## src/design/windowed_velocity_averager_macros.svh

```systemverilog
// assertion macros for the windowed velocity averager
// used by modules that assert; expects clk and arst_n in scope
`ifndef WINDOWED_VELOCITY_AVERAGER_MACROS_SVH
`define WINDOWED_VELOCITY_AVERAGER_MACROS_SVH

// same-cycle implication, checked out of reset
`define WVA_ASSERT_IMP(label, ante, cons, msg) \
	label: assert property (@(posedge clk) disable iff (!arst_n) (ante) |-> (cons)) \
		else $error(msg);

// next-cycle implication, checked out of reset
`define WVA_ASSERT_NXT(label, ante, cons, msg) \
	label: assert property (@(posedge clk) disable iff (!arst_n) (ante) |=> (cons)) \
		else $error(msg);

`endif

```

## src/design/wva_ram.sv

```systemverilog
`timescale 1ns / 1ps
// generic single-write, single-read ram with registered read data
// no dependencies
module wva_ram #(
	parameter int WIDTH = 32,
	parameter int DEPTH = 16,
	localparam int ADDR_W = $clog2(DEPTH)
) (
	input  logic              clk,
	input  logic              we,
	input  logic [ADDR_W-1:0] waddr,
	input  logic [WIDTH-1:0]  wdata,
	input  logic              re,
	input  logic [ADDR_W-1:0] raddr,
	output logic [WIDTH-1:0]  rdata
);

	logic [WIDTH-1:0] mem_q [DEPTH];
	logic [WIDTH-1:0] rdata_q;

	// write port
	always_ff @(posedge clk) begin
		if (we) begin
			mem_q[waddr] <= wdata;
		end
	end

	// registered read port
	always_ff @(posedge clk) begin
		if (re) begin
			rdata_q <= mem_q[raddr];
		end
	end

	assign rdata = rdata_q;

endmodule

```

## config.mk

```make
export PLATFORM = sky130hd
export DESIGN_NAME = wva_ram
export DESIGN_NICKNAME = d
export VERILOG_FILES = /design/src/design/windowed_velocity_averager_macros.svh /design/src/design/wva_ram.sv
export SDC_FILE = /design/constraint.sdc
export NUM_CORES = 1
export LEC_CHECK = 0
export ABC_AREA = 1
export CAP_MARGIN = 20
export CORE_UTILIZATION = 60
export DETAILED_ROUTE_END_ITERATION = 16
export DONT_BUFFER_PORTS = 1
export PLACE_DENSITY = 0.76
export SLEW_MARGIN = 20
export SYNTH_ARGS = -nofsm -noshare
export SYNTH_HDL_FRONTEND = slang
export SYNTH_SLANG_ARGS = --single-unit
```

## constraint.sdc

```tcl
create_clock -name clk -period 3.8 [get_ports clk]
set_input_delay 0.38 -clock clk [delete_from_list [all_inputs] [get_ports clk]]
set_output_delay 0.38 -clock clk [all_outputs]
set_load 0.005 [all_outputs]
```

==> reports/metrics.yaml, run 1 <==
global_route:
  grt_max_degree: 258
  first_global_vias: 14700
  globalRouteTotalUtil: 0.277
  grt_overflow: 0
  grt_pass1_wl_microns: 81400
  grt_antenna_before_repair: 3
clock_network:
  cts_tree: "done"
  cts_buffers: 53
  h-tree-depth: 2
  postCtsSetupBuffers: 0
  cts_sinks: 544
  clock_latency_ns: 0.60
  postCtsResizedCells: 0
  clk_pin_slew_ns: 0.06
  root_buffer: "clkbuf_16"
  cts-hold-fix-buffers: 34
  cts_max_path_buffers: 3
pwr:
  power_uw: 12400
  sequentialPowerShare: 0.548
  ir_drop_mv: 0.414
  p_per_area_nw_per_um2: 486
  p_sw_uw: 2630
  p_leak_uw: 0.0107
  combinationalPowerShare: 0.051
  p_int_uw: 9790
  clkPwrFrac: 0.400
  switching_share: 0.211
logic_synthesis:
  muxShareOfSynthArea: 0
  synth_top_family_by_area: "simple AND/OR/NAND/NOR gates"
  synth-seq-cells: 544
  synth_fa_ha_area_frac: 0
  synth-compound-area-share: 0
  netlist_instances: 2120
  synth_simple_gate_area_frac: 0.197
  synth_xor_area_frac: 0
  synth_cell_types: 14
  ys.warnings.count: 0
  syn_avg_cell_area_sq_um: 10.9
  syn_nets: 2163
  syn_area_sq_um: 23100
  yosysSeqAreaShare: 0.709
sta:
  fmax_ghz: 0.598
  whs_ns: 0.0216
  setup_tns_ns: 0
  post-route-period-util: 0.440
  rsz0062_at_grt: "no"
  finalHoldViolCount: 0
  finalMaxSlewViolations: 0
  finalCriticalPeriod_ns: 1.67
  clock_skew_ns: 0.0154
  tightest_slew_ns: 1.02
  setup_violations: 0
  slew-limit-headroom: 0.317
die:
  die_area_sq_um: 39200
  core_sq_um: 37800
  start_util: 0.611
  row_count: 71
  die_y_microns: 198
  die_w_microns: 198
  io_pins: 75
drt:
  drtPass1Iterations: 6
  drtAntennaViolNets: 0
  drt-wirelength-per-cell_microns: 19.6
  drtIter0Drc: 1496
  dr_total_vias: 14900
  wl_microns: 52600
  drc_errors: 0
  vias_per_cell: 5.55
final_layout:
  syn_to_final_growth_pct: 10.8
  fin_nets: 2173
  layoutNonFillerInstCount: 2680
  fill_cells: 2604
  final_cell_area_sq_um: 25500
  final_layout_size_suffix_gt1_frac: 0.0508
worst_setup_path:
  setup.worst_path.end_class: "flop"
  critPathMaxFanout: 257
  cp.required_ns: 4.15
  criticalPathCategory: "input port to flop"
  crit_arrival_ns: 2.02
  cp-start-kind: "input port"
place:
  gp_congestion: 0.781
  dp_cells: 2551
  hpwl_microns: 27800
  place_area_sq_um: 23500
  port_buffers: 0
run:
  drv_cap: 0
hold_path:
  hold_class: "input port to flop"
run_status:
  outcome: "finished clean"
power by group through the flow:
stage / sequential [uW] / combinational [uW] / clock, uW
finish: 6810 / 636 / 4970
global route: 6820 / 705 / 5210
CTS: 6810 / 633 / 5000
detailed placement: 6930 / 512 / 0
global placement: 6930 / 483 / 0
floorplan: 6920 / 458 / 0
area by class of cell:
class                   count  area [sq um]  area share
flip-flops and latches    544         16300       0.640
multi-input cells        1081          4670       0.183
inverters                 390          1470      0.0577
clock buffers              70          1430      0.0561
repair buffers             60           803      0.0315
well taps                 511           639      0.0250
clock inverters            22           173     0.00676
diodes                      2          5.00    0.000196
synthesized netlist by cell type (all sizes together):
master    n  area share
buf      91       0.028
clkbuf   14      0.0023
nand3b    2     0.00065
inv     390       0.064
edfxtp  544        0.71
nand3   385       0.084
nor2     17      0.0028
nand2   677        0.11
stage by stage:
stage | utilization | setup slack [ns]
2_1_floorplan | - | 1.43
3_3_place_gp | 0.616 | 1.59
3_5_place_dp | 0.623 | 1.60
4_1_cts | 0.675 | 2.20
5_1_grt | 0.676 | 2.08
6_report | 0.676 | 2.13
path summary, 6_finish.rpt:
kind	from	endpoint	slack, ns	cells after the start
max	raddr[0]	rdata[15]	2.13	7
min	raddr[3]	rdata[14]	0.02	2
max reg2reg	mem_q[13][11]	rdata[11]	2.57	6
min reg2reg	mem_q[11][27]	rdata[27]	0.74	6
layout by cell type (no fill, tap or decap), drive strengths merged:
cell / count
buf: 27
inv: 391
nand3: 385
dlygate4sd3: 33
clkbuf: 70
nor2: 17
nand2: 677
bufinv: 3
nand3b: 2
clkinv: 18
diode: 2
edfxtp: 544
layer usage:
metal / share of wire / GRT usage / vias to the layer above
li1: - / - / 6892
met1: 0.40 / 0.382 / 7089
met2: 0.48 / 0.441 / 780
met3: 0.095 / 0.0540 / 124
met4: 0.029 / 0.105 / 2
met5: 0.00030 / 0 / -
registers in the layout (all words and copies together) (netlist names):
signal,count
mem_q,512
rdata,32
cell families (layout without fill, tap and decap cells):
kind of cell / after synthesis / after routing
and+or+nand+nor: 1081 / 1081
DFF: 544 / 544
buffers and inverters: 495 / 542
other: 0 / 2
critical path: stages:
cell and delay (ns):
inv_6 0.50, buf_12 0.38, nand2_1 0.11, nand3_1 0.11, nand3_1 0.11, nand3_1 0.17, nand2_1 0.07
No activity file was read; power rests on OpenSTA's default activity.
==> run 2: changes to the inputs <==
- CORE_UTILIZATION: 60 -> 57
- PLACE_DENSITY: 0.76 -> 0.75
- clock period: 3.8 -> 1.5 ns (I/O delays scaled with it)
==> run 2 against run 1 <==
  * The flow now finishes with violations (negative hold slack)
  * Worst hold slack lost 0.17 ns
  * Power grew to 2.6 times the previous value
  * Wire length grew 0.69%
  * Count of clock-buffer cells in the layout shrank 1
  * Via count is essentially flat
  * First-iteration DRC count grew 13%
  * Sequential share of layout area shrank 1.2 points
  * Die area grew 5.2%
  * Clock skew grew 0.012 ns
  * Global-route usage shrank 1.3 points
  * Core utilization shrank 2.3 points
  * Largest cell class unchanged
  * Largest power group unchanged
  * Highest routed layer is now met4
==> reports/metrics.yaml, run 2 (synthesis results as in run 1) <==
run_status:
  outcome: "finished, violations left"
  violations: "negative hold slack"
final_layout:
  fin_nets: 2197  # +1.1%
  largest_reg_flops: 512  # unchanged
  fill_cells: 2917  # +12%
  final_cell_mix: "nand2_1, edfxtp_1, inv_1"
  layoutNonFillerInstCount: 2721  # +1.5%
  ff_latch_area_sq_um: 16300  # unchanged
  layout_commonest_cell: "nand2_1"
  syn_to_final_growth_pct: 12.9
  multi_input_area_sq_um: 4670  # unchanged
  top_register: "mem_q"
  final_layout_size_suffix_gt1_frac: 0.0647  # +0.0140
clock_network:
  postCtsResizedCells: 0  # unchanged
  cts_sinks: 544  # unchanged
  clock_latency_ns: 0.61  # about the same
  cts_tree: "done"
  postCtsSetupBuffers: 0  # unchanged
  cts_max_path_buffers: 3  # unchanged
  cts-hold-fix-buffers: 35  # +2.9%
  h-tree-depth: 2  # unchanged
  cts_buffers: 53  # unchanged
  root_buffer: "clkbuf_16"
  clk_pin_slew_ns: 0.06  # about the same
place:
  port_buffers: 0  # unchanged
  gp_congestion: 0.771  # -1.3%
  dp_cells: 2589  # +1.5%
  dp_slack_ns: 0.0940  # -1.51 ns
  hpwl_microns: 27400  # -1.4%
sta:
  whs_ns: -0.144  # -0.166 ns
  finalCriticalPeriod_ns: 1.24
  tightest_slew_ns: 0.593  # -0.431 ns
  clock_skew_ns: 0.0274  # +0.0119 ns
  post-route-period-util: 0.828
  rsz0062_at_grt: "no"
  fmax_ghz: 0.805
  finalMaxSlewViolations: 0  # unchanged
  fin_ws_ns: 0.258  # -1.87 ns
  slew-limit-headroom: 0.603  # +0.286
  finalHoldViolCount: 30  # +30
  setup_violations: 0  # unchanged
worst_setup_path:
  rr_worst_depth: 6  # unchanged
  cp-start-kind: "flop"
  rr_endpoint: "rdata[17]"
  cp-endpoint: "rdata[11]"
  r2r_slack_ns: 0.33  # -2.24 ns
  critPathMaxFanout: 1  # -99.6%
  criticalPathCategory: "flop to output port"
  setup.worst_path.end_class: "output port"
  cp.depth: 0  # -7
  cp.required_ns: 1.35  # -2.80 ns
  crit_arrival_ns: 1.09  # -0.93 ns
  timing.rr.start: "mem_q[1][17]"
  setup.worst_path.start: "rdata[11]"
drt:
  dr_total_vias: 14900  # +0.074%
  drtIter0Drc: 1697  # +13%
  dr_wl_met2_microns: 25300  # +0.72%
  wl_met3_microns: 5520  # +10%
  drtPass1Iterations: 5  # -1
  top_layer: "met4"
  drc_errors: 0  # unchanged
  wl_microns: 52900  # +0.69%
  wl_met1_microns: 21000  # +0.48%
  drt-wirelength-per-cell_microns: 19.4  # -0.83%
  vias_per_cell: 5.48  # -1.4%
  drtAntennaViolNets: 0  # unchanged
die:
  start_util: 0.579  # -0.0317
  core_sq_um: 39800  # +5.5%
  die_w_microns: 203  # +2.6%
  die_y_microns: 203  # +2.6%
  row_count: 73  # +2.8%
  die_area_sq_um: 41200  # +5.2%
  io_pins: 75  # unchanged
pwr:
  ir_drop_mv: 0.868  # +110%
  p_leak_uw: 0.0109  # +2.0%
  p_per_area_nw_per_um2: 1240  # +160%
global_route:
  grt_max_degree: 258  # unchanged
  grt_overflow: 0  # unchanged
  first_global_vias: 14700  # +0.082%
  grt_antenna_before_repair: 1  # -2
  globalRouteTotalUtil: 0.264  # -0.0128
  grt_pass1_wl_microns: 82400  # +1.2%
hold_path:
  hold_path_startpoint: "raddr[2]"
  hold_class: "input port to flop"
run:
  drv_cap: 0  # unchanged
-- run 2: changes by cell type in the layout (fill, tap and decap cells not counted), sizes merged --
cell	change
buf	+24
bufinv	+4
clkbuf	-1
clkinv	-1
clkinvlp	+2
inv	-1
-- run 2: per-stage QoR --
stage	util	cell area [sq um]	hold slack (ns)	setup TNS, ns	total power [uW]
after floorplan	-	23100	0.249	-76.48	18700
after global placement	0.600	23900	0.249	0	18900
after detailed placement	0.600	23900	0.249	0	18900
after CTS	0.654	26000	-0.172	0	32400
after global routing	0.654	26000	-0.137	0	33300
final	0.654	26000	-0.144	0	32300
-- run 2: report_power, final --
group / switching (uW) / total (uW) / leakage [uW] / internal, uW
logic: 1120 / 1700 / 0.00509 / 573
registers: 125 / 17300 / 0.00494 / 17100
clock network: 5490 / 13400 / 0.000840 / 7890
total: 6740 / 32300 / 0.0109 / 25600
-- run 2: worst min path at each step --
stage	to	slack (ns)	depth (start not counted)
after floorplan	mem_q[0][0]	0.25	0
after global placement	mem_q[3][1]	0.25	0
after detailed placement	mem_q[11][1]	0.25	0
after CTS	rdata[19]	-0.17	3
after global routing	rdata[18]	-0.14	3
final	rdata[19]	-0.14	3
-- run 2: layout make-up --
type	instances	share of cell area
sequential	544	0.628
timing repair buffer	84	0.0445
clock inverter	26	0.0118
antenna	2	0.000192
inverter	390	0.0565
clock buffer	69	0.0549
tap	525	0.0252
multi-input combinational	1081	0.179
-- run 2: routing by layer --
metal	track usage	vias up
met5	0	-
met4	0.0867	0
met3	0.0520	95
met2	0.426	805
met1	0.363	7055
li1	-	6943
