$ cat src/design/windowed_velocity_averager_macros.svh
// assertion macros for the windowed velocity averager
// used by modules that assert; expects clk and arst_n in scope
`ifndef WINDOWED_VELOCITY_AVERAGER_MACROS_SVH
`define WINDOWED_VELOCITY_AVERAGER_MACROS_SVH

// same-cycle implication, checked out of reset
`define WVA_ASSERT_IMP(label, ante, cons, msg) \
	label: assert property (@(posedge clk) disable iff (!arst_n) (ante) |-> (cons)) \
		else $error(msg);

// next-cycle implication, checked out of reset
`define WVA_ASSERT_NXT(label, ante, cons, msg) \
	label: assert property (@(posedge clk) disable iff (!arst_n) (ante) |=> (cons)) \
		else $error(msg);

`endif

$ cat src/design/wva_pkg.sv
`timescale 1ns / 1ps
// shared types and constants of the windowed velocity averager
// no dependencies
package wva_pkg;

	// fixed-point constants
	localparam int        US_W         = 20;
	localparam logic [US_W-1:0] US_PER_S = 20'd1000000;
	localparam int        MAG_W        = 33;
	localparam int        NUM_W        = MAG_W + US_W;
	localparam int        WIN_W        = 22;
	localparam logic [WIN_W-1:0] WINDOW_RESET = 22'd100000;
	localparam int        SMP_W        = 128;

	// divide lane operation
	typedef enum logic [0:0] {
		OP_PAIR = 1'b0,
		OP_MEAN = 1'b1
	} lane_op_t;

	// control from the sequencer to the divide lanes
	typedef struct packed {
		logic     start;
		lane_op_t op;
		logic     clr;
	} lane_ctrl_t;

	// lane state
	typedef enum logic [4:0] {
		L_IDLE = 5'b00001,
		L_MUL  = 5'b00010,
		L_CHK  = 5'b00100,
		L_DIV  = 5'b01000,
		L_FIN  = 5'b10000
	} lane_state_t;

	// sequencer state
	typedef enum logic [6:0] {
		S_IDLE  = 7'b0000001,
		S_READ  = 7'b0000010,
		S_EVAL  = 7'b0000100,
		S_PAIR  = 7'b0001000,
		S_MEAN  = 7'b0010000,
		S_MWAIT = 7'b0100000,
		S_DONE  = 7'b1000000
	} seq_state_t;

endpackage

$ cat src/design/wva_div_lane.sv
`timescale 1ns / 1ps
// one axis: pair velocity by multiply and bit-serial divide, running sum, mean
// depends on wva_pkg
module wva_div_lane import wva_pkg::*; #(
	parameter int RING_DEPTH = 16,
	localparam int CNT_W = $clog2(RING_DEPTH)
) (
	input  logic                    clk,
	input  logic                    arst_n,
	input  lane_ctrl_t              ctrl,
	input  logic signed [31:0]      newer,
	input  logic signed [31:0]      older,
	input  logic [31:0]             dt,
	input  logic [CNT_W-1:0]        pair_cnt,
	output logic                    done,
	output logic signed [31:0]      result
);

	localparam int ACC_W = 32 + CNT_W;

	lane_state_t              state_q;
	lane_op_t                 op_q;
	logic                     neg_q;
	logic                     ovf_q;
	logic [31:0]              div_q;
	logic [MAG_W-1:0]         mag_q;
	logic [NUM_W-1:0]         num_q;
	logic [31:0]              rem_q;
	logic [31:0]              quo_q;
	logic [4:0]               step_q;
	logic signed [ACC_W-1:0]  acc_q;
	logic signed [31:0]       res_q;
	logic                     done_q;

	logic signed [MAG_W-1:0]  diff;
	logic [MAG_W-1:0]         diff_mag;
	logic [ACC_W-1:0]         acc_mag;
	logic [32:0]              trial;
	logic [32:0]              trial_sub;
	logic                     trial_ge;
	logic                     hi_ge;
	logic signed [31:0]       sat;

	// signed difference and magnitudes for the two operations
	always_comb begin
		diff     = $signed({newer[31], newer}) - $signed({older[31], older});
		diff_mag = diff[MAG_W-1] ? MAG_W'(-diff) : MAG_W'(diff);
		acc_mag  = acc_q[ACC_W-1] ? ACC_W'(-acc_q) : ACC_W'(acc_q);
	end

	// restoring divide step and overflow check on the upper numerator bits
	always_comb begin
		trial     = {rem_q, quo_q[31]};
		trial_sub = trial - {1'b0, div_q};
		trial_ge  = trial >= {1'b0, div_q};
		hi_ge     = {11'd0, num_q[NUM_W-1:32]} >= div_q;
	end

	// sign and clamp of the quotient
	always_comb begin
		if (!neg_q) begin
			sat = (ovf_q || quo_q[31]) ? 32'sh7FFFFFFF : $signed(quo_q);
		end else begin
			sat = (ovf_q || (quo_q[31] && (quo_q[30:0] != 31'd0))) ?
				32'sh80000000 : $signed(-quo_q);
		end
	end

	// control state
	always_ff @(posedge clk or negedge arst_n) begin
		if (!arst_n) begin
			state_q <= L_IDLE;
			done_q  <= 1'b0;
			step_q  <= '0;
		end else begin
			done_q <= 1'b0;
			unique case (state_q)
				L_IDLE: begin
					if (ctrl.start) begin
						state_q <= (ctrl.op == OP_PAIR) ? L_MUL : L_CHK;
					end
				end
				L_MUL: begin
					state_q <= L_CHK;
				end
				// an overflowed quotient still runs every step so the three lanes stay in step
				L_CHK: begin
					step_q  <= '0;
					state_q <= L_DIV;
				end
				L_DIV: begin
					step_q <= step_q + 5'd1;
					if (step_q == 5'd31) begin
						state_q <= L_FIN;
					end
				end
				L_FIN: begin
					done_q  <= 1'b1;
					state_q <= L_IDLE;
				end
				default: begin
					state_q <= L_IDLE;
				end
			endcase
		end
	end

	// datapath
	always_ff @(posedge clk or negedge arst_n) begin
		if (!arst_n) begin
			acc_q <= '0;
		end else begin
			if (ctrl.clr) begin
				acc_q <= '0;
			end else if (state_q == L_FIN && op_q == OP_PAIR) begin
				acc_q <= acc_q + {{CNT_W{sat[31]}}, sat};
			end
		end
	end

	always_ff @(posedge clk) begin
		unique case (state_q)
			L_IDLE: begin
				if (ctrl.start) begin
					op_q <= ctrl.op;
					if (ctrl.op == OP_PAIR) begin
						neg_q <= diff[MAG_W-1];
						mag_q <= diff_mag;
						div_q <= dt;
					end else begin
						neg_q <= acc_q[ACC_W-1];
						num_q <= NUM_W'(acc_mag);
						div_q <= 32'(pair_cnt);
					end
				end
			end
			L_MUL: begin
				num_q <= mag_q * US_PER_S;
			end
			L_CHK: begin
				ovf_q <= hi_ge;
				rem_q <= {11'd0, num_q[NUM_W-1:32]};
				quo_q <= num_q[31:0];
			end
			L_DIV: begin
				rem_q <= trial_ge ? trial_sub[31:0] : trial[31:0];
				quo_q <= {quo_q[30:0], trial_ge};
			end
			L_FIN: begin
				if (op_q == OP_MEAN) begin
					res_q <= sat;
				end
			end
			default: begin
			end
		endcase
	end

	assign done   = done_q;
	assign result = res_q;

endmodule

$ cat config.mk
export PLATFORM = sky130hd
export DESIGN_NAME = wva_div_lane
export DESIGN_NICKNAME = d
export VERILOG_FILES = /design/src/design/windowed_velocity_averager_macros.svh /design/src/design/wva_pkg.sv /design/src/design/wva_div_lane.sv
export SDC_FILE = /design/constraint.sdc
export NUM_CORES = 1
export LEC_CHECK = 0
export ABC_AREA = 0
export ABC_CLOCK_PERIOD_IN_PS = 6200
export BUFFER_PORTS_ARGS = -buffer_cell sky130_fd_sc_hd__buf_2
export CAP_MARGIN = 25
export CELL_PAD_IN_SITES_DETAIL_PLACEMENT = 1
export CELL_PAD_IN_SITES_GLOBAL_PLACEMENT = 2
export CORE_MARGIN = 5
export CORE_UTILIZATION = 37
export CTS_BUF_LIST = sky130_fd_sc_hd__clkbuf_8
export DETAILED_ROUTE_END_ITERATION = 8
export PLACE_DENSITY = 0.83
export SYNTH_ARGS = -nofsm -noshare
export SYNTH_HDL_FRONTEND = slang
export SYNTH_SLANG_ARGS = --single-unit
$ cat constraint.sdc
create_clock -name clk -period 6.2 [get_ports clk]
set_input_delay 0.31 -clock clk [delete_from_list [all_inputs] [get_ports clk]]
set_output_delay 0.31 -clock clk [all_outputs]
set_load 0.01 [all_outputs]
==> flow_metrics.tcl, run 1 <==
set metrics [dict create \
    run_status "complete, but fails checks" \
    failed_checks "negative setup slack" \
    synthesis.instances 2608 \
    gr-usage-all-layers_pct 19.3 \
    clk_latency_ns 0.64 \
    worstMarginPinSlew_ns 1.04 \
    synth-seq-area-share_pct 31.0 \
    hold_viol_final 0 \
    util_after_layout_pct 43.5 \
    synth-edff-count 217 \
    first_pass_iters 5 \
    root_buffer "sky130_fd_sc_hd__clkbuf_8" \
    synthesis_to_layout_area_growth_pct 16.0 \
    cts.reportedPaths.clkPinSlew_ns 0.06 \
    grt_overflow_total 0 \
    met1_usage_in_global_routing_pct 24.1 \
    count_of_nets_after_finishing 3403 \
    cts-htree-levels 2 \
    post_synth_num_cell_types 79 \
    ys_ff_latch 264 \
    via_count 19900 \
    grt_first_pass_wirelength_mm 113 \
    layout-drive-gt1-share_pct 13.9 \
    final_design_area_no_fill_um2 28800 \
    io_pins 138 \
    drtAntennaViolNets 0 \
    cts_tree "built" \
    synth_area_um2 24800 \
    slew_violations 0 \
    post_synth_top_flop "sky130_fd_sc_hd__edfxtp_1" \
    critPathRequiredTime_ns 6.52 \
    busiest_layer "met2" \
    postSynth.asyncResetShare_pct 17.8 \
    setup_violations 1 \
    floorplan.die_area_um2 72300 \
    timing.final.ws_setup_ns -0.00433 \
    wirelength_mm 70.4 \
    fp.dieW_um 269 \
    initial_core_util_pct 37.5 \
    first_global_vias 21600 \
    finalCriticalPeriod_ns 6.20 \
    finalCritPeriodShare_pct 100 \
    critical_path.endpoint_type "flip-flop" \
    drc 0 \
    holdWs_ns 0.0573 \
    worstHoldPathType "input port to flip-flop" \
    grt_start_max_net_pins 57 \
    place.port_buffers 137 \
    clock_tree.buffer_depth 3 \
    place.gp.congestion 0.889 \
    fin_skew_ns 0.0419 \
    place_hpwl_mm 55.6 \
    height_of_the_die_um 269 \
    synth_area_per_inst_um2 9.50 \
    slew_headroom_pct 30.6 \
    max_capacitance_violation_count 0 \
    synth_warnings 0 \
    groute.layer.met3.usage_pct 2.79 \
    mean_routed_wirelength_per_cell_um 18.6 \
    rows 94 \
    setup_repair_after_global_routing_missed_its_margin "yes" \
    timing.setup.critical_path_class "flip-flop to flip-flop" \
    number_of_placed_instances_with_taps_included 3631 \
    initial_antenna_violation_count 4 \
    count_of_non_filler_cells_in_the_finished_layout 3781 \
    placed_cell_area_um2 27000 \
    clock_sink_count 264 \
    routed_via_density 5.25 \
    critical_path.startpoint_type "flip-flop" \
    coreArea_um2 66100 \
    detail_route.iter0.violations 814 \
    cts_made_buffers 48 \
    total_nets_after_synthesis 3137 \
    timing.critical_path.arrival_ns 6.52 \
    globalRouteMet2Util_pct 34.5 \
    worstPathMaxFanout 4 \
    max_freq_mhz 161 \
]
[area by class of cell]
cell class	instances	area, um^2
fillers	7634	37300
multi-input cells	1981	16000
flip-flops and latches	264	7690
repair buffers	284	1890
inverters	295	1120
well taps	864	1080
clock buffers	56	771
clock inverters	34	160
diodes	3	7.51
[stage by stage]
stage               TNS (ns)  setup slack (ns)
CTS                   -0.179           -0.0701
global route           -1.76            -0.230
global placement      -0.900            -0.171
detailed placement     -3.46            -0.428
finish              -0.00433          -0.00433
floorplan                  0            0.0109
[sequential cells by signal, indices dropped and copies added (netlist names)]
name	cells
result	32
num_q	53
div_q	32
ovf_q	1
acc_q	36
op_q	1
neg_q	1
mag_q	33
rem_q	32
quo_q	32
state_q	5
step_q	5
done	1
[worst max-delay path: stages (launching register included)]
cell and delay [ns]:
sky130_fd_sc_hd__edfxtp_1 0.40, sky130_fd_sc_hd__buf_6 0.14, sky130_fd_sc_hd__fa_1 0.47, sky130_fd_sc_hd__fa_1 0.52, sky130_fd_sc_hd__fa_1 0.44, sky130_fd_sc_hd__fa_1 0.48
sky130_fd_sc_hd__ha_1 0.29, sky130_fd_sc_hd__inv_1 0.04, sky130_fd_sc_hd__fa_1 0.49, sky130_fd_sc_hd__inv_2 0.05, sky130_fd_sc_hd__ha_4 0.21, sky130_fd_sc_hd__buf_6 0.11
sky130_fd_sc_hd__and3_4 0.16, sky130_fd_sc_hd__and2_4 0.16, sky130_fd_sc_hd__a221o_1 0.40, sky130_fd_sc_hd__nor2b_4 0.15, sky130_fd_sc_hd__a32oi_4 0.13, sky130_fd_sc_hd__a221o_1 0.39
sky130_fd_sc_hd__a2bb2oi_4 0.19, sky130_fd_sc_hd__a31oi_4 0.18, sky130_fd_sc_hd__o21a_1 0.18, sky130_fd_sc_hd__buf_4 0.12, sky130_fd_sc_hd__xor2_1 0.14, sky130_fd_sc_hd__nor2_1 0.06
[synthesized netlist by cell type, drive strengths merged, types with 14 or more instances]
| master | instances | area, um^2 |
|---|---|---|
| a21o | 93 | 698 |
| a21oi | 173 | 866 |
| a31oi | 24 | 150 |
| and3 | 21 | 131 |
| clkbuf | 64 | 260 |
| dfrtp | 46 | 1150 |
| edfxtp | 217 | 6520 |
| fa | 143 | 2860 |
| ha | 281 | 3520 |
| inv | 295 | 1110 |
| mux2i | 33 | 330 |
| nand2 | 282 | 1060 |
| nand2b | 26 | 178 |
| nand3 | 22 | 110 |
| nand4 | 14 | 87.6 |
| nor2 | 154 | 578 |
| nor2b | 56 | 350 |
| nor3 | 31 | 155 |
| nor3b | 14 | 105 |
| nor4 | 14 | 87.6 |
| o21ai | 178 | 891 |
| o21bai | 15 | 113 |
| o22ai | 20 | 125 |
| o31ai | 24 | 194 |
| or3 | 17 | 126 |
| xnor2 | 103 | 902 |
| xor2 | 86 | 753 |
[cells in the final DEF (no fill, tap or decap), types with 21 or more instances in the layout]
| master | synthesis | routed |
|---|---|---|
| sky130_fd_sc_hd__inv_1 | 295 | 299 |
| sky130_fd_sc_hd__a31oi_1 | 24 | 22 |
| sky130_fd_sc_hd__nand2b_1 | 24 | 24 |
| sky130_fd_sc_hd__o21ai_0 | 174 | 171 |
| sky130_fd_sc_hd__nand3_1 | 22 | 22 |
| sky130_fd_sc_hd__buf_2 | 0 | 137 |
| sky130_fd_sc_hd__dlygate4sd3_1 | 0 | 37 |
| sky130_fd_sc_hd__dfrtp_1 | 46 | 46 |
| sky130_fd_sc_hd__xnor2_1 | 103 | 103 |
| sky130_fd_sc_hd__fa_1 | 143 | 143 |
| sky130_fd_sc_hd__nor2_1 | 154 | 152 |
| sky130_fd_sc_hd__edfxtp_1 | 217 | 217 |
| sky130_fd_sc_hd__xor2_1 | 86 | 86 |
| sky130_fd_sc_hd__a21oi_1 | 173 | 169 |
| sky130_fd_sc_hd__ha_1 | 281 | 274 |
| sky130_fd_sc_hd__clkbuf_8 | 2 | 56 |
| sky130_fd_sc_hd__nor2b_1 | 56 | 54 |
| sky130_fd_sc_hd__mux2i_1 | 33 | 33 |
| sky130_fd_sc_hd__nand2_1 | 282 | 282 |
| sky130_fd_sc_hd__nor3_1 | 31 | 31 |
| sky130_fd_sc_hd__a21o_1 | 93 | 93 |
| sky130_fd_sc_hd__buf_4 | 1 | 107 |
| sky130_fd_sc_hd__o31ai_1 | 23 | 21 |
[repair_timing]
action                     4_1_cts  5_1_grt
pin swaps                       25       29
setup endpoints to repair       16       28
hold buffers                    37        0
hold endpoints to repair        78        0
resized for setup               28       28
setup buffers                    5       15
gates cloned                     0        0
[layer usage]
metal,up-vias,wire length (um)
li1,9653,-
met1,9760,30700
met2,334,34800
met3,122,2690
met4,0,2150
met5,-,0
[path summary, 6_finish.rpt]
kind,cells after the start,slack [ns],start,to
worst max-delay path,23,-0.004,mag_q[1],num_q[43]
worst min-delay path,2,0.06,dt[10],div_q[10]
worst min register to register,2,0.50,num_q[29],quo_q[29]
worst max register to register,23,-0.004,mag_q[1],num_q[43]
max in group asynchronous,3,5.31,arst_n,acc_q[28]
min in group asynchronous,3,0.37,arst_n,acc_q[7]
[logic make-up after synthesis]
logic type               Yosys count  share of synthesized area, %
adder cells (fa/ha/maj)          424                          25.7
AND/OR/NAND/NOR                  706                          13.7
multiplexers                      39                          1.61
AO/OA/AOI/OAI                    623                          15.6
flip-flops                       264                          31.0
XOR/XNOR                         189                          6.68
buffers and inverters            363                          5.62
Power of run 1 is left out: the tool's default activity adds up to more than one toggle a clock period on the data nets, which glitch-free logic cannot reach.
==> inputs of run 2 (changes only) <==
- CAP_MARGIN: 25 -> 20
- PLACE_DENSITY: 0.83 -> 0.78
==> flow_metrics.tcl, run 2 (synthesized netlist as in run 1, its figures left out) <==
set metrics [dict create \
    rrSetupSlack_ns 0.03 \
    cts-htree-levels 2 \
    clk_latency_ns 0.66 \
    place_hpwl_mm 54.9 \
    first_pass_iters 5 \
    initial_core_util_pct 37.5 \
    fp.dieW_um 269 \
    worstMarginPinSlew_ns 1.09 \
    count_of_non_filler_cells_in_the_finished_layout 3792 \
    grt_start_max_net_pins 67 \
    floorplan.die_area_um2 72300 \
    count_of_nets_after_finishing 3413 \
    hold_viol_final 0 \
    root_buffer "sky130_fd_sc_hd__clkbuf_8" \
    met3_length_mm 2.25 \
    cts_made_buffers 51 \
    timing.setup.critical_path_class "flip-flop to flip-flop" \
    setup_repair_after_global_routing_missed_its_margin "yes" \
    slew_headroom_pct 27.2 \
    fin_skew_ns 0.0530 \
    finalCritPeriodShare_pct 99.5 \
    critical_path.endpoint_type "flip-flop" \
    wirelength_mm 70.2 \
    largest-register "num_q" \
    fillerInstances 7612 \
    critPathRequiredTime_ns 6.54 \
    first_global_vias 21300 \
    drtAntennaViolNets 0 \
    worstPathMaxFanout 3 \
    setup_tns_ns 0 \
    max_capacitance_violation_count 0 \
    largest_reg_flops 53 \
    routed_via_density 5.22 \
    grt_overflow_total 0 \
    via_count 19800 \
    height_of_the_die_um 269 \
    clock_sink_count 264 \
    area_of_combinational_cells_with_multiple_inputs_um2 16000 \
    coreArea_um2 66100 \
    met2_wirelength_mm 34.7 \
    synthesis_to_layout_area_growth_pct 16.9 \
    setup_violations 0 \
    clock_tree.buffer_depth 3 \
    final_design_area_no_fill_um2 29000 \
    mean_routed_wirelength_per_cell_um 18.5 \
    placed_cell_area_um2 27100 \
    initial_antenna_violation_count 3 \
    timing.critical_path.arrival_ns 6.51 \
    cts_tree "built" \
    layout-drive-gt1-share_pct 14.7 \
    top_routing_layer_used "met4" \
    rows 94 \
    gr-usage-all-layers_pct 19.3 \
    ff_latch_area_um2 7690 \
    detail_route.wirelength.met1_mm 31.5 \
    cts.reportedPaths.clkPinSlew_ns 0.06 \
    drc 0 \
    run_status "finished clean" \
    place.gp.congestion 0.884 \
    leading_cell_type_in_the_layout_fill_and_taps_excluded "sky130_fd_sc_hd__inv_1" \
    max_freq_mhz 162 \
    io_pins 138 \
    finalCriticalPeriod_ns 6.17 \
    critical_path.startpoint_type "flip-flop" \
    grt_first_pass_wirelength_mm 114 \
    number_of_placed_instances_with_taps_included 3638 \
    detail_route.iter0.violations 757 \
    slew_violations 0 \
    biggestRegsByFlops "num_q (53), acc_q (36), mag_q (33)" \
    worstHoldPathType "input port to flip-flop" \
    leading_cell_types_in_the_layout_fill_and_taps_excluded "sky130_fd_sc_hd__inv_1, sky130_fd_sc_hd__nand2_1, sky130_fd_sc_hd__ha_1" \
    place.port_buffers 137 \
    holdWs_ns 0.179 \
]
==> run 2: repair_timing <==
item,CTS,global route
pin swaps,34,19
gates resized for setup,31,27
hold buffers,39,0
buffers inserted,10,8
endpoints found under the hold margin,80,0
endpoints found under the setup margin,14,24
==> run 2: path summary, 6_finish.rpt <==
path | start | depth (start not counted) | end
max | mag_q[1] | 23 | num_q[43]
min | older[0] | 3 | mag_q[0]
max reg2reg | mag_q[1] | 23 | num_q[43]
min reg2reg | num_q[17] | 2 | quo_q[17]
max in group asynchronous | arst_n | 3 | acc_q[29]
min in group asynchronous | arst_n | 3 | acc_q[9]
==> run 2: stage by stage <==
stage | worst slack (ns) | util, %
after floorplan | 0.0109 | -
after global placement | -0.170 | 41.0
after detailed placement | -0.344 | 41.0
after CTS | 0.000898 | 43.6
after global routing | -0.205 | 43.8
final | 0.0288 | 43.8
==> run 2: critical path: stages (launching register included) <==
cell and delay, ns:
sky130_fd_sc_hd__edfxtp_1 0.39, sky130_fd_sc_hd__inv_2 0.06, sky130_fd_sc_hd__fa_1 0.53, sky130_fd_sc_hd__inv_1 0.05
sky130_fd_sc_hd__fa_1 0.47, sky130_fd_sc_hd__fa_1 0.51, sky130_fd_sc_hd__fa_1 0.45, sky130_fd_sc_hd__ha_4 0.29
sky130_fd_sc_hd__inv_2 0.03, sky130_fd_sc_hd__fa_1 0.51, sky130_fd_sc_hd__inv_2 0.05, sky130_fd_sc_hd__ha_4 0.23
sky130_fd_sc_hd__and3_4 0.18, sky130_fd_sc_hd__and2_4 0.15, sky130_fd_sc_hd__a221o_1 0.39, sky130_fd_sc_hd__nor2b_4 0.13
sky130_fd_sc_hd__a32oi_2 0.12, sky130_fd_sc_hd__a221o_1 0.40, sky130_fd_sc_hd__a2bb2oi_4 0.22, sky130_fd_sc_hd__a31oi_4 0.18
sky130_fd_sc_hd__o21a_1 0.22, sky130_fd_sc_hd__buf_4 0.14, sky130_fd_sc_hd__xor2_2 0.12, sky130_fd_sc_hd__nor2_1 0.05
==> run 2: cell type report <==
| class | instances | share of cell area (%) |
|---|---|---|
| antenna | 1 | 0.00864 |
| clock buffer | 59 | 2.80 |
| clock inverter | 37 | 1.02 |
| inverter | 295 | 3.84 |
| multi-input combinational | 1981 | 55.3 |
| sequential | 264 | 26.6 |
| tap | 864 | 3.73 |
| timing repair buffer | 291 | 6.71 |
==> run 2: layer usage <==
metal	up-vias	track usage [%]
li1	9694	-
met2	277	33.9
met3	95	2.45
met1	9745	25.3
met4	0	5.10
met5	-	0
Power of run 2 is left out for the same reason.
==> inputs of run 3 (changes only) <==
- CORE_MARGIN: 5 -> default
- MAX_ROUTING_LAYER: default -> met4
==> flow_metrics.tcl, run 3 (synthesized netlist as in run 1, its figures left out) <==
set metrics [dict create \
    hold_viol_final 0 \
    root_buffer "sky130_fd_sc_hd__clkbuf_8" \
    coreArea_um2 66000 \
    worstPathMaxFanout 3 \
    largest-register "num_q" \
    busiest_layer "met2" \
    grt_overflow_total 0 \
    leading_cell_types_in_the_layout_fill_and_taps_excluded "sky130_fd_sc_hd__inv_1, sky130_fd_sc_hd__nand2_1, sky130_fd_sc_hd__ha_1" \
    setup_violations 5 \
    met1_usage_in_global_routing_pct 26.0 \
    slew_headroom_pct 25.9 \
    place.gp.congestion 0.886 \
    routed_via_density 5.24 \
    drtAntennaViolNets 0 \
    failed_checks "design-rule violations, negative setup slack" \
    worstMarginPinSlew_ns 1.11 \
    clock_tree.buffer_depth 3 \
    height_of_the_die_um 261 \
    worstHoldPathType "input port to flip-flop" \
    clock_sink_count 264 \
    cts_made_buffers 49 \
    first_pass_iters 7 \
    timing.setup.critical_path_class "flip-flop to flip-flop" \
    critical_path.endpoint_type "flip-flop" \
    grt_first_pass_wirelength_mm 112 \
    gr-usage-all-layers_pct 21.1 \
    run_status "complete, but fails checks" \
    rows 94 \
    floorplan.die_area_um2 68000 \
    critical_path.startpoint_type "flip-flop" \
    place.port_buffers 137 \
    timing.final.ws_setup_ns -0.0394 \
    place_hpwl_mm 54.0 \
    detail_route.iter0.violations 769 \
    critPathRequiredTime_ns 6.55 \
    initial_antenna_violation_count 3 \
    wirelength_mm 69.2 \
    globalRouteMet2Util_pct 36.7 \
    timing.critical_path.arrival_ns 6.59 \
    count_of_nets_after_finishing 3413 \
    number_of_placed_instances_with_taps_included 3643 \
    finalCritPeriodShare_pct 101 \
    fin_skew_ns 0.0316 \
    mean_routed_wirelength_per_cell_um 18.2 \
    grt_start_max_net_pins 67 \
    clk_latency_ns 0.65 \
    largest_reg_flops 53 \
    fp.dieW_um 261 \
    io_pins 138 \
    biggestRegsByFlops "num_q (53), acc_q (36), mag_q (33)" \
    cts.reportedPaths.clkPinSlew_ns 0.05 \
    max_freq_mhz 160 \
    max_capacitance_violation_count 0 \
    initial_core_util_pct 37.6 \
    setup_repair_after_global_routing_missed_its_margin "yes" \
    rrSetupSlack_ns -0.04 \
    cts-htree-levels 2 \
    synthesis_to_layout_area_growth_pct 16.3 \
    slew_violations 0 \
    via_count 19900 \
    groute.layer.met3.usage_pct 2.30 \
    first_global_vias 21300 \
    count_of_non_filler_cells_in_the_finished_layout 3790 \
    cts_tree "built" \
    layout-drive-gt1-share_pct 14.1 \
    leading_cell_type_in_the_layout_fill_and_taps_excluded "sky130_fd_sc_hd__inv_1" \
    finalCriticalPeriod_ns 6.24 \
    drc 6 \
]
run 3: layer usage:
layer	up-vias	part of all wire, %
li1	9695	-
met1	9789	45
met2	285	50
met3	104	3.1
met4	0	2.2
met5	-	0
run 3: critical path: stages (launching register included):
cell and delay [ns]:
sky130_fd_sc_hd__edfxtp_1 0.42, sky130_fd_sc_hd__buf_6 0.15, sky130_fd_sc_hd__fa_1 0.55, sky130_fd_sc_hd__fa_1 0.43, sky130_fd_sc_hd__fa_1 0.53, sky130_fd_sc_hd__fa_1 0.46, sky130_fd_sc_hd__ha_4 0.29, sky130_fd_sc_hd__inv_2 0.03
sky130_fd_sc_hd__fa_1 0.49, sky130_fd_sc_hd__inv_2 0.05, sky130_fd_sc_hd__ha_4 0.26, sky130_fd_sc_hd__buf_6 0.09, sky130_fd_sc_hd__and3_4 0.17, sky130_fd_sc_hd__and2_4 0.15, sky130_fd_sc_hd__a221o_1 0.21, sky130_fd_sc_hd__nor2b_4 0.06
sky130_fd_sc_hd__a32oi_2 0.27, sky130_fd_sc_hd__a221o_1 0.28, sky130_fd_sc_hd__a2bb2oi_4 0.21, sky130_fd_sc_hd__a31oi_2 0.12, sky130_fd_sc_hd__o31a_1 0.32, sky130_fd_sc_hd__o311ai_2 0.24, sky130_fd_sc_hd__xnor2_1 0.15, sky130_fd_sc_hd__nor2_1 0.06
run 3: path summary, 6_finish.rpt:
path | cells after the start | startpoint | endpoint
setup / recovery | 23 | mag_q[1] | num_q[51]
hold / removal | 3 | older[0] | mag_q[0]
setup reg to reg | 23 | mag_q[1] | num_q[51]
hold reg to reg | 2 | num_q[29] | quo_q[29]
max in group asynchronous | 3 | arst_n | acc_q[29]
min in group asynchronous | 3 | arst_n | acc_q[7]
run 3: cell type report:
cell class              instances  area, um^2
multi-input cells            1981       16000
clock inverters                33         150
fillers                      7608       37200
inverters                     295        1110
well taps                     864        1080
clock buffers                  59         812
flip-flops and latches        264        7690
diodes                          1        2.50
repair buffers                293        1970
run 3: what timing repair did:
item	4_1_cts	5_1_grt
hold endpoints to repair	80	0
cloned	0	0
resized for setup	23	28
endpoints found under the setup margin	12	31
pin swaps	19	23
hold buffers	39	0
setup buffers	11	6
run 3: through the flow:
| step | utilization [%] | hold slack [ns] | instance area [um^2] | setup slack (ns) | setup TNS [ns] |
|---|---|---|---|---|---|
| finish | 43.7 | 0.149 | 28800 | -0.0394 | -0.149 |
| global route | 43.7 | 0.147 | 28800 | -0.271 | -1.81 |
| detailed placement | 41.1 | 0.502 | 27100 | -0.294 | -2.00 |
| global placement | 41.1 | 0.490 | 27100 | -0.172 | -0.761 |
| CTS | 43.5 | 0.107 | 28700 | -0.0133 | -0.0400 |
| floorplan | - | 0.0144 | 24800 | 0.0109 | 0 |
Power of run 3 is left out for the same reason.
